File: src/b64enc_pkg.sv
`timescale 1ns / 1ps
// ----------------------------------------------------------------------------
// b64enc_pkg
// Shared types, constants and the symbol map of the base64 stream encoder.
// ----------------------------------------------------------------------------
package b64enc_pkg;

   localparam int MAX_CHARS     = 6;
   localparam int CNT_W         = $clog2(MAX_CHARS + 1);
   localparam int IDX_W         = $clog2(MAX_CHARS);
   localparam int QUEUE_DEPTH   = 2;

   localparam logic [7:0] CHAR_PAD = 8'h3d;  // '='
   localparam logic [7:0] CHAR_CR  = 8'h0d;
   localparam logic [7:0] CHAR_LF  = 8'h0a;
   localparam logic [7:0] CHAR_UC  = 8'h41;  // 'A'
   localparam logic [7:0] CHAR_LC  = 8'h61;  // 'a'
   localparam logic [7:0] CHAR_DIG = 8'h30;  // '0'
   localparam logic [7:0] CHAR_PLS = 8'h2b;  // '+'
   localparam logic [7:0] CHAR_SLS = 8'h2f;  // '/'

   // characters one input beat expands to, oldest in slot 0
   typedef struct packed {
      logic [MAX_CHARS-1:0][7:0] chars;
      logic [CNT_W-1:0]          count;
      logic                      ends;   // job closes the message with CR LF
   } job_type;

   function automatic logic [7:0] sym_char(input logic [5:0] v);
      logic [7:0] w;
      w = {2'b00, v};
      if (v < 6'd26) begin
         sym_char = CHAR_UC + w;
      end else if (v < 6'd52) begin
         sym_char = CHAR_LC + w - 8'd26;
      end else if (v < 6'd62) begin
         sym_char = CHAR_DIG + w - 8'd52;
      end else if (v == 6'd62) begin
         sym_char = CHAR_PLS;
      end else begin
         sym_char = CHAR_SLS;
      end
   endfunction

endpackage

File: src/base64_stream_encoder_core.sv
`timescale 1ns / 1ps
// ----------------------------------------------------------------------------
// base64_stream_encoder_core
// Streaming base64 encoder: raw bytes in, base64 characters, padding and
// CR LF out, one character per beat.
// ----------------------------------------------------------------------------
//  channel   direction  handshake        payload
//  req       in         req_push/full    data_byte, has_byte, end_of_input
//  rsp       out        rsp_pop/empty    out_char, last_char
//
//  Input beats are taken one per cycle while the job queue has room; a beat
//  turns into up to six characters, and the output side hands out one
//  character per cycle while rsp_pop is held. A beat's first character goes
//  through the job queue and then the back end's current-job register.
//  Synchronous reset clears phase, queue and output state.
//  Either side may stall; the job queue decouples the two.
// ----------------------------------------------------------------------------
module base64_stream_encoder_core #(
   parameter int QUEUE_DEPTH = b64enc_pkg::QUEUE_DEPTH
) (
   input  logic       clock,
   input  logic       reset,
   input  logic [7:0] req_data_byte,
   input  logic       req_has_byte,
   input  logic       req_end_of_input,
   input  logic       req_push,
   output logic       req_full,
   output logic [7:0] rsp_out_char,
   output logic       rsp_last_char,
   output logic       rsp_empty,
   input  logic       rsp_pop
);

   b64enc_pkg::job_type push_job, pop_job;
   logic job_push, job_full, job_pop, job_empty;

   b64enc_front u_front (
      .clock            (clock),
      .reset            (reset),
      .req_data_byte    (req_data_byte),
      .req_has_byte     (req_has_byte),
      .req_end_of_input (req_end_of_input),
      .req_push         (req_push),
      .req_full         (req_full),
      .job_push         (job_push),
      .job_data         (push_job),
      .job_full         (job_full)
   );

   b64enc_fifo #(
      .DEPTH (QUEUE_DEPTH)
   ) u_fifo (
      .clock     (clock),
      .reset     (reset),
      .push      (job_push),
      .push_data (push_job),
      .full      (job_full),
      .pop       (job_pop),
      .pop_data  (pop_job),
      .empty     (job_empty)
   );

   b64enc_back u_back (
      .clock         (clock),
      .reset         (reset),
      .job_data      (pop_job),
      .job_empty     (job_empty),
      .job_pop       (job_pop),
      .rsp_out_char  (rsp_out_char),
      .rsp_last_char (rsp_last_char),
      .rsp_empty     (rsp_empty),
      .rsp_pop       (rsp_pop)
   );

endmodule

File: src/b64enc_front.sv
`timescale 1ns / 1ps
// ----------------------------------------------------------------------------
// b64enc_front
// Accepts input beats, tracks group phase and leftover bits, and turns each
// beat into a job of up to six characters for the back end.
// ----------------------------------------------------------------------------
module b64enc_front (
   input  logic                clock,
   input  logic                reset,
   input  logic [7:0]          req_data_byte,
   input  logic                req_has_byte,
   input  logic                req_end_of_input,
   input  logic                req_push,
   output logic                req_full,
   output logic                job_push,
   output b64enc_pkg::job_type job_data,
   input  logic                job_full
);

   logic [1:0] phase_ff, phase_in;
   logic [3:0] left_ff, left_in;
   logic       accept;
   logic [1:0] ph;
   logic [3:0] lf;
   logic [b64enc_pkg::CNT_W-1:0] n;
   b64enc_pkg::job_type job;

   assign req_full = job_full;
   assign accept   = req_push && !job_full;

   always_comb begin
      job  = '0;
      n    = '0;
      ph   = (phase_ff == 2'd3) ? 2'd0 : phase_ff;
      lf   = left_ff;
      if (req_has_byte) begin
         unique case (ph)
            2'd0: begin
               job.chars[0] = b64enc_pkg::sym_char(req_data_byte[7:2]);
               n  = b64enc_pkg::CNT_W'(1);
               lf = {2'b00, req_data_byte[1:0]};
               ph = 2'd1;
            end
            2'd1: begin
               job.chars[0] = b64enc_pkg::sym_char({lf[1:0], req_data_byte[7:4]});
               n  = b64enc_pkg::CNT_W'(1);
               lf = req_data_byte[3:0];
               ph = 2'd2;
            end
            default: begin
               job.chars[0] = b64enc_pkg::sym_char({lf, req_data_byte[7:6]});
               job.chars[1] = b64enc_pkg::sym_char(req_data_byte[5:0]);
               n  = b64enc_pkg::CNT_W'(2);
               lf = 4'd0;
               ph = 2'd0;
            end
         endcase
      end
      if (req_end_of_input) begin
         if (ph == 2'd1) begin
            job.chars[n[b64enc_pkg::IDX_W-1:0]] = b64enc_pkg::sym_char({lf[1:0], 4'd0});
            job.chars[n[b64enc_pkg::IDX_W-1:0] + 1'b1] = b64enc_pkg::CHAR_PAD;
            job.chars[n[b64enc_pkg::IDX_W-1:0] + 2'd2] = b64enc_pkg::CHAR_PAD;
            n = n + b64enc_pkg::CNT_W'(3);
         end else if (ph == 2'd2) begin
            job.chars[n[b64enc_pkg::IDX_W-1:0]] = b64enc_pkg::sym_char({lf, 2'd0});
            job.chars[n[b64enc_pkg::IDX_W-1:0] + 1'b1] = b64enc_pkg::CHAR_PAD;
            n = n + b64enc_pkg::CNT_W'(2);
         end
         job.chars[n[b64enc_pkg::IDX_W-1:0]] = b64enc_pkg::CHAR_CR;
         job.chars[n[b64enc_pkg::IDX_W-1:0] + 1'b1] = b64enc_pkg::CHAR_LF;
         n  = n + b64enc_pkg::CNT_W'(2);
         lf = 4'd0;
         ph = 2'd0;
         job.ends = 1'b1;
      end
      job.count = n;
      phase_in  = ph;
      left_in   = lf;
   end

   // a bare beat without end carries no characters and is dropped here
   assign job_push = accept && (job.count != '0);
   assign job_data = job;

   always_ff @(posedge clock) begin
      if (reset) begin
         phase_ff <= 2'd0;
         left_ff  <= 4'd0;
      end else if (accept) begin
         phase_ff <= phase_in;
         left_ff  <= left_in;
      end
   end

endmodule

File: src/b64enc_fifo.sv
`timescale 1ns / 1ps
// ----------------------------------------------------------------------------
// b64enc_fifo
// Short register queue of character jobs between the front and back ends.
// ----------------------------------------------------------------------------
module b64enc_fifo #(
   parameter int DEPTH = b64enc_pkg::QUEUE_DEPTH
) (
   input  logic                clock,
   input  logic                reset,
   input  logic                push,
   input  b64enc_pkg::job_type push_data,
   output logic                full,
   input  logic                pop,
   output b64enc_pkg::job_type pop_data,
   output logic                empty
);

   localparam int PTR_W = (DEPTH > 1) ? $clog2(DEPTH) : 1;
   localparam int CNT_W = $clog2(DEPTH + 1);

   b64enc_pkg::job_type slot_ff [DEPTH];
   logic [PTR_W-1:0] wr_ff, wr_in, rd_ff, rd_in;
   logic [CNT_W-1:0] cnt_ff, cnt_in;
   logic do_push, do_pop;

   assign full     = (cnt_ff == CNT_W'(DEPTH));
   assign empty    = (cnt_ff == '0);
   assign do_push  = push && !full;
   assign do_pop   = pop && !empty;
   assign pop_data = slot_ff[rd_ff];

   always_comb begin
      wr_in  = wr_ff;
      rd_in  = rd_ff;
      cnt_in = cnt_ff;
      if (do_push) begin
         wr_in = (wr_ff == PTR_W'(DEPTH - 1)) ? '0 : wr_ff + 1'b1;
      end
      if (do_pop) begin
         rd_in = (rd_ff == PTR_W'(DEPTH - 1)) ? '0 : rd_ff + 1'b1;
      end
      if (do_push && !do_pop) begin
         cnt_in = cnt_ff + 1'b1;
      end else if (do_pop && !do_push) begin
         cnt_in = cnt_ff - 1'b1;
      end
   end

   always_ff @(posedge clock) begin
      if (reset) begin
         wr_ff  <= '0;
         rd_ff  <= '0;
         cnt_ff <= '0;
      end else begin
         wr_ff  <= wr_in;
         rd_ff  <= rd_in;
         cnt_ff <= cnt_in;
      end
   end

   always_ff @(posedge clock) begin
      if (do_push) begin
         slot_ff[wr_ff] <= push_data;
      end
   end

endmodule

File: src/b64enc_back.sv
`timescale 1ns / 1ps
// ----------------------------------------------------------------------------
// b64enc_back
// Holds the current job and hands its characters out one beat at a time.
// ----------------------------------------------------------------------------
module b64enc_back (
   input  logic                clock,
   input  logic                reset,
   input  b64enc_pkg::job_type job_data,
   input  logic                job_empty,
   output logic                job_pop,
   output logic [7:0]          rsp_out_char,
   output logic                rsp_last_char,
   output logic                rsp_empty,
   input  logic                rsp_pop
);

   b64enc_pkg::job_type cur_ff;
   logic [b64enc_pkg::IDX_W-1:0] idx_ff, idx_in;
   logic busy_ff, busy_in;
   logic at_last, take, load;

   assign at_last = (b64enc_pkg::CNT_W'(idx_ff) + 1'b1) == cur_ff.count;
   assign take    = rsp_pop && busy_ff;
   // next job is loaded in the same cycle the last character of this one leaves
   assign job_pop = !busy_ff || (take && at_last);
   assign load    = job_pop && !job_empty;

   always_comb begin
      busy_in = busy_ff;
      idx_in  = idx_ff;
      if (load) begin
         busy_in = 1'b1;
         idx_in  = '0;
      end else if (take && at_last) begin
         busy_in = 1'b0;
      end else if (take) begin
         idx_in = idx_ff + 1'b1;
      end
   end

   always_ff @(posedge clock) begin
      if (reset) begin
         busy_ff <= 1'b0;
         idx_ff  <= '0;
      end else begin
         busy_ff <= busy_in;
         idx_ff  <= idx_in;
      end
   end

   always_ff @(posedge clock) begin
      if (load) begin
         cur_ff <= job_data;
      end
   end

   assign rsp_empty     = !busy_ff;
   assign rsp_out_char  = cur_ff.chars[idx_ff];
   assign rsp_last_char = cur_ff.ends && at_last;

endmodule
File: config.mk
export PLATFORM = sky130hd
export DESIGN_NAME = base64_stream_encoder_core
export DESIGN_NICKNAME = d
export VERILOG_FILES = /design/src/b64enc_pkg.sv /design/src/base64_stream_encoder_core.sv /design/src/b64enc_front.sv /design/src/b64enc_fifo.sv /design/src/b64enc_back.sv
export SDC_FILE = /design/constraint.sdc
export NUM_CORES = 1
export LEC_CHECK = 0
export ABC_AREA = 1
export BUFFER_PORTS_ARGS = -buffer_cell sky130_fd_sc_hd__buf_2
export CAP_MARGIN = 10
export CELL_PAD_IN_SITES_DETAIL_PLACEMENT = 1
export CELL_PAD_IN_SITES_GLOBAL_PLACEMENT = 1
export CORE_ASPECT_RATIO = 1.25
export CORE_MARGIN = 5
export CORE_UTILIZATION = 46
export DETAILED_ROUTE_END_ITERATION = 16
export PLACE_DENSITY = 0.78
export REMOVE_ABC_BUFFERS = 1
export SYNTH_ARGS = -nofsm -noshare
export SYNTH_HDL_FRONTEND = slang
export SYNTH_HIERARCHICAL = 1
export SYNTH_SLANG_ARGS = --single-unit
File: constraint.sdc
create_clock -name clock -period 4.2 [get_ports clock]
set_input_delay 0.84 -clock clock [delete_from_list [all_inputs] [get_ports clock]]
set_output_delay 0.84 -clock clock [all_outputs]
set_load 0.02 [all_outputs]
==> reports/metrics.csv, run 1 <==
stage,metric,value,unit
run_status,status,finished clean,
yosys,synth_area_leaders,"edfxtp_1 (46%), nand2_1 (8.4%), mux2_4 (7.4%)",
yosys,yosysUniqueCellTypes,55,
critical_path,arrival,3940,ps
floorplanning,dieArea,25270,sq um
layout,fill_cells,2540,
grt,antenna_found_initial,1,
yosys,syn_area,10200,sq um
grt,track_usage,23.21,%
layout,regArea,4989,sq um
clock_tree,cts.sinks,171,
sta,finalCriticalPeriod,3755,ps
drt,viasPerCell,5.543,
drt,dr.pass1.iters,5,
job,maxCapViolations,0,
sta,fmax,266.3,MHz
placed_design,place.gp.congestion,0.9566,
drt,drtIter0Drc,368,
clock_tree,cts_tree,yes,
floorplanning,coreArea,22060,sq um
sta,rsz0062_at_grt,no,
yosys,ys.flop_type,edfxtp_1,
critical_path,r2r.worst_path.cells,15,
placed_design,port_buffers,24,
power_and_ir_drop,ir_drop,0.3223,mV
layout,multiInputGateArea,4446,sq um
layout,layout.nets,1132,
layout,drive_gt1_share,16.97,%
grt,gr-total-overflow,0,
yosys,synthTopCellsByCount,"nand2_1 (227), edfxtp_1 (156), inv_1 (99)",
clock_tree,clkTransAtPathRegs,70,ps
yosys,yosys_warnings,6,
floorplanning,dieHeight,176.5,microns
critical_path,critPathRequiredTime,4380,ps
power_and_ir_drop,p_leak,4.516,nW
yosys,yosysTopAreaCell,edfxtp_1,
sta,slew_viol_final,0,
clock_tree,clk_latency,430,ps
yosys,ys_async_sr_fraction,0,%
sta,tns,0,ps
clock_tree,numCtsBuffers,17,
sta,worst_pin_slew,1028,ps
yosys,synthCells,1070,
clock_tree,clk_path_buf_depth,2,
critical_path,path_max_fanout,13,
floorplanning,die_w,143.2,microns
floorplanning,ioPinCount,25,
sta,finalCritPeriodShare,89.42,%
drt,drcViolationCount,0,
yosys,synth_most_common_cell,nand2_1,
grt,grt_pass1_vias,8287,
placed_design,dp_hpwl,21.47,mm
yosys,synth_area_per_cell,9.531,sq um
critical_path,endpoint_kind,flop,
hold_path,whs_path_depth,2,
yosys,synth_seq_cells,171,
critical_path,start_kind,flop,
drt,wl_per_cell,20.70,microns
grt,grt_pass1_wl,44.87,mm
yosys,synth_seq_area_share,48.88,%
yosys,synth_edf_count,156,
drt,wirelength,28.54,mm
clock_tree,cts_resized,0,
floorplanning,start_util,46.24,%
power_and_ir_drop,p_per_area,549.4,nW/um^2
sta,timing.final.hold_violations,0,
sta,skew,8.037,ps
clock_tree,ctsHoldBuffers,0,
power_and_ir_drop,power,6.059,mW
layout,syn2layout_area_growth,8.134,%
layout,num_antenna_cells,0,
sta,max_slew_margin,31.45,%
sta,finalSetupViolations,0,
clock_tree,clockRootBuffer,clkbuf_16,
grt,grt_max_degree,53,
drt,vias,7644,
critical_path,crit_type,flop to flop,
yosys,netlist.area_leader.share,45.93,%
clock_tree,postCtsSetupBuffers,0,
drt,antenna_left,0,
clock_tree,h-tree-depth,4,
floorplanning,std_cell_rows,61,
hold_path,min_path_type,flop to flop,
-- per-stage QoR --
step                utilization, %  hold slack [ps]  std cells  worst slack (ps)  area (sq um)
floorplan                        -            472.4       1026             194.9          9849
global placement             47.37            493.1       1347             622.6         10450
detailed placement           47.37            504.5       1347             309.9         10450
CTS                          50.00            515.2       1379             515.8         11030
global route                 50.00            546.3       1379             256.9         11030
finish                       50.00            511.2       1379             444.5         11030
-- area by class of cell --
type	instances	area share (%)
Sequential cell	171	45.23
Timing Repair Buffer	38	2.042
Clock inverter	15	1.407
Inverter	113	3.937
Multi-Input combinational cell	742	40.31
Clock buffer	17	3.857
Tap cell	283	3.211
-- logic make-up (layout without fill, tap and decap cells) --
kind of cell	count (synthesis)	in the layout	share of synthesized area, %
xor+xnor	8	8	0.6870
compound gates	179	179	10.38
buf+inv	161	183	7.827
flops	171	171	48.88
simple gates	462	462	20.22
fa+ha+maj	35	35	4.294
other cells	1	5	0.03677
mux	53	53	7.680
-- critical path, cell delays in order (launching register included) --
cell,delay (ps)
dfxtp_1,390
inv_1,80
ha_1,450
inv_1,270
o21ai_4,280
nand2_4,170
o21ai_0,230
o21ai_0,330
inv_1,190
ha_1,220
inv_1,80
nand2_2,90
nand2_4,60
nand2_1,170
nor2_1,100
nor3b_1,390
-- worst paths after layout --
| kind | start | endpoint | slack (ps) |
|---|---|---|---|
| hold reg to reg | u_front/phase_ff[1]$_SDFFE_PP0P_ | u_front/phase_ff[1]$_SDFFE_PP0P_ | 510 |
| setup / recovery | u_front/phase_ff[0]$_SDFFE_PP0P_ | u_fifo/slot_ff[1][40]$_DFFE_PP_ | 440 |
| setup reg to reg | u_front/phase_ff[0]$_SDFFE_PP0P_ | u_fifo/slot_ff[1][40]$_DFFE_PP_ | 440 |
| hold / removal | u_front/phase_ff[1]$_SDFFE_PP0P_ | u_front/phase_ff[1]$_SDFFE_PP0P_ | 510 |
-- power by group --
part | internal, mW | total [mW] | switching (mW)
clock network | 0.792 | 1.51 | 0.714
logic | 0.728 | 1.77 | 1.04
registers | 2.47 | 2.78 | 0.310
total | 3.99 | 6.06 | 2.07
-- registers in the layout, summed over array words and instances (netlist names), named ones only --
| signal | count |
|---|---|
| u_back/idx_ff | 3 |
| u_back/cur_ff | 52 |
| u_fifo/slot_ff | 104 |
| u_front/phase_ff | 2 |
| u_back/busy_ff | 1 |
| u_front/left_ff | 4 |
| u_fifo/wr_ff | 1 |
| u_fifo/rd_ff | 1 |
| u_fifo/cnt_ff | 2 |
-- cells in the final DEF, fill, tap and decap left out, drive strengths merged, types with 15 or more instances in the layout --
master,instances
inv,116
nand3,70
clkbuf,17
mux2,52
nor2,109
nand2,250
buf,38
edfxtp,156
a21oi,49
o21ai,81
ha,35
dfxtp,15
-- metal layers --
metal  vias up  wire (microns)  global-route usage [%]  part of all wire (%)
met2       178           15510                   43.63                    54
li1       3681               -                       -                     -
met5         -              20                       0                 0.070
met4         2            1473                   12.24                   5.2
met1      3702           10580                   24.33                    37
met3        81             960                   3.820                   3.4
No activity file was read; power rests on OpenSTA's default activity.
==> run 2, diff against run 1 <==
--- a/config.mk
+++ b/config.mk
@@ -9,12 +9,12 @@
 export BUFFER_PORTS_ARGS = -buffer_cell sky130_fd_sc_hd__buf_2
 export CAP_MARGIN = 10
 export CELL_PAD_IN_SITES_DETAIL_PLACEMENT = 1
-export CELL_PAD_IN_SITES_GLOBAL_PLACEMENT = 1
+export CELL_PAD_IN_SITES_GLOBAL_PLACEMENT = 2
 export CORE_ASPECT_RATIO = 1.25
 export CORE_MARGIN = 5
-export CORE_UTILIZATION = 46
+export CORE_UTILIZATION = 37
 export DETAILED_ROUTE_END_ITERATION = 16
-export PLACE_DENSITY = 0.78
+export PLACE_DENSITY = 0.76
 export REMOVE_ABC_BUFFERS = 1
 export SYNTH_ARGS = -nofsm -noshare
 export SYNTH_HDL_FRONTEND = slang
==> reports/metrics.csv, run 2 (synthesis gave the netlist of run 1 again) <==
stage,metric,value,unit
grt,grt_pass1_vias,7794,
clock_tree,clk_path_buf_depth,2,
grt,grtUsageMet2,35.10,%
sta,finalCriticalPeriod,3614,ps
floorplanning,dieArea,31000,sq um
power_and_ir_drop,p_leak,4.512,nW
layout,largest_register_ffs,104,
layout,finalNonFillerCells,1446,
floorplanning,start_util,37.23,%
floorplanning,coreArea,27400,sq um
floorplanning,dieHeight,195.6,microns
sta,fmax,276.7,MHz
sta,timing.final.hold_violations,0,
floorplanning,std_cell_rows,68,
grt,antenna_found_initial,0,
layout,utilization,40.55,%
critical_path,start_kind,flop,
layout,syn2layout_area_growth,8.931,%
critical_path,critPathRequiredTime,4380,ps
critical_path,r2r-start,u_front/phase_ff[0]$_SDFFE_PP0P_,
hold_path,worstHoldStart,u_front/phase_ff[0]$_SDFFE_PP0P_,
clock_tree,cts_resized,0,
clock_tree,clkTransAtPathRegs,70,ps
sta,skew,12.16,ps
drt,vias,7432,
critical_path,endpoint_kind,flop,
placed_design,place.gp.congestion,0.8594,
critical_path,arrival,3790,ps
clock_tree,h-tree-depth,4,
floorplanning,ioPinCount,25,
drt,antenna_left,0,
clock_tree,ctsHoldBuffers,0,
placed_design,dp_hpwl,21.51,mm
grt,grtUsageMet1,21.66,%
run_status,status,finished clean,
clock_tree,numCtsBuffers,17,
sta,whs,515.1,ps
grt,grt_busiest_layer,met2,
power_and_ir_drop,ir_drop,0.2942,mV
grt,grtUsageMet3,2.616,%
drt,wirelength,28.24,mm
clock_tree,clk_latency,440,ps
placed_design,place_inst,1414,
grt,grt_max_degree,53,
layout,fill_cells,3183,
layout,final_cell_mix,"nand2_1 (227), edfxtp_1 (156), inv_1 (98), nor2_1 (95), o21ai_0 (71)",
grt,gr-total-overflow,0,
layout,drive_gt1_share,16.97,%
clock_tree,cts.sinks,171,
sta,finalCritPeriodShare,86.05,%
sta,slew_viol_final,0,
placed_design,port_buffers,24,
job,maxCapViolations,0,
sta,rsz0062_at_grt,no,
drt,wl_per_cell,19.53,microns
critical_path,path_max_fanout,11,
critical_path,crit_type,flop to flop,
layout,num_antenna_cells,0,
layout,layout.nets,1132,
drt,drcViolationCount,0,
grt,grt_pass1_wl,44.26,mm
critical_path,crit_start,u_front/phase_ff[0]$_SDFFE_PP0P_,
grt,track_usage,18.66,%
drt,dr.pass1.iters,4,
floorplanning,die_w,158.5,microns
clock_tree,clockRootBuffer,clkbuf_16,
layout,layout_commonest_cell,nand2_1,
layout,top_regs,"u_fifo/slot_ff: 104 flops, u_back/cur_ff: 52 flops, u_front/left_ff: 4 flops",
clock_tree,cts_tree,yes,
clock_tree,postCtsSetupBuffers,0,
layout,regMostFlops,u_fifo/slot_ff,
drt,drtIter0Drc,376,
sta,tns,0,ps
hold_path,min_path_type,flop to flop,
sta,worst_pin_slew,778.6,ps
drt,viasPerCell,5.140,
sta,finalSetupViolations,0,
sta,max_slew_margin,48.09,%
power_and_ir_drop,p_per_area,541.2,nW/um^2
## run 2: cell count changes in the layout (fill, tap and decap cells not counted), sizes merged
cell	before	now
clkinvlp	0	1
inv	116	117
clkinv	12	10
## run 2: worst paths after layout
check | to | slack, ps | cells past startpoint
setup / recovery | u_fifo/slot_ff[1][48]$_DFFE_PP_ | 590 | 13
hold / removal | u_front/phase_ff[0]$_SDFFE_PP0P_ | 520 | 2
setup reg to reg | u_fifo/slot_ff[1][48]$_DFFE_PP_ | 590 | 13
hold reg to reg | u_front/phase_ff[0]$_SDFFE_PP0P_ | 520 | 2
## run 2: where the power goes
group	switching, mW	total [mW]	internal, mW
combinational	1.07	1.79	0.717
sequential	0.245	2.72	2.47
clock	0.717	1.51	0.789
total	2.03	6.01	3.98
## run 2: cell type report
type	count	area (sq um)	area share [%]
Sequential cell	171	4989	44.90
Multi-Input combinational cell	742	4446	40.02
Tap cell	350	437.9	3.942
Inverter	113	434.2	3.908
Clock buffer	17	425.4	3.829
Timing Repair Buffer	38	225.2	2.027
Clock inverter	15	152.6	1.374
## run 2: layer usage
layer | wire [microns] | vias up | share of wire [%]
met1 | 11700 | 3656 | 41
met4 | 537 | 0 | 1.9
met5 | 0 | - | 0
met3 | 449 | 27 | 1.6
li1 | - | 3674 | -
met2 | 15550 | 75 | 55
## run 2: worst max-delay path: stages (launching register included)
cell     delay, ps
dfxtp_1        380
inv_1           80
ha_1           350
nor2_2         390
inv_2          190
ha_1           310
inv_1           30
o21ai_0        440
inv_1          140
ha_1           370
inv_1           80
nand2_1        140
nor2_2          80
nor3_1         370
## run 2: stage by stage
| stage | setup slack [ps] | total power, mW | instance area, sq um |
|---|---|---|---|
| global route | 235.7 | 6.352 | 11110 |
| floorplan | 194.9 | 4.030 | 9849 |
| global placement | 548.1 | 4.532 | 10530 |
| detailed placement | 400.7 | 4.575 | 10530 |
| CTS | 590.1 | 6.104 | 11110 |
| finish | 586.1 | 6.012 | 11110 |
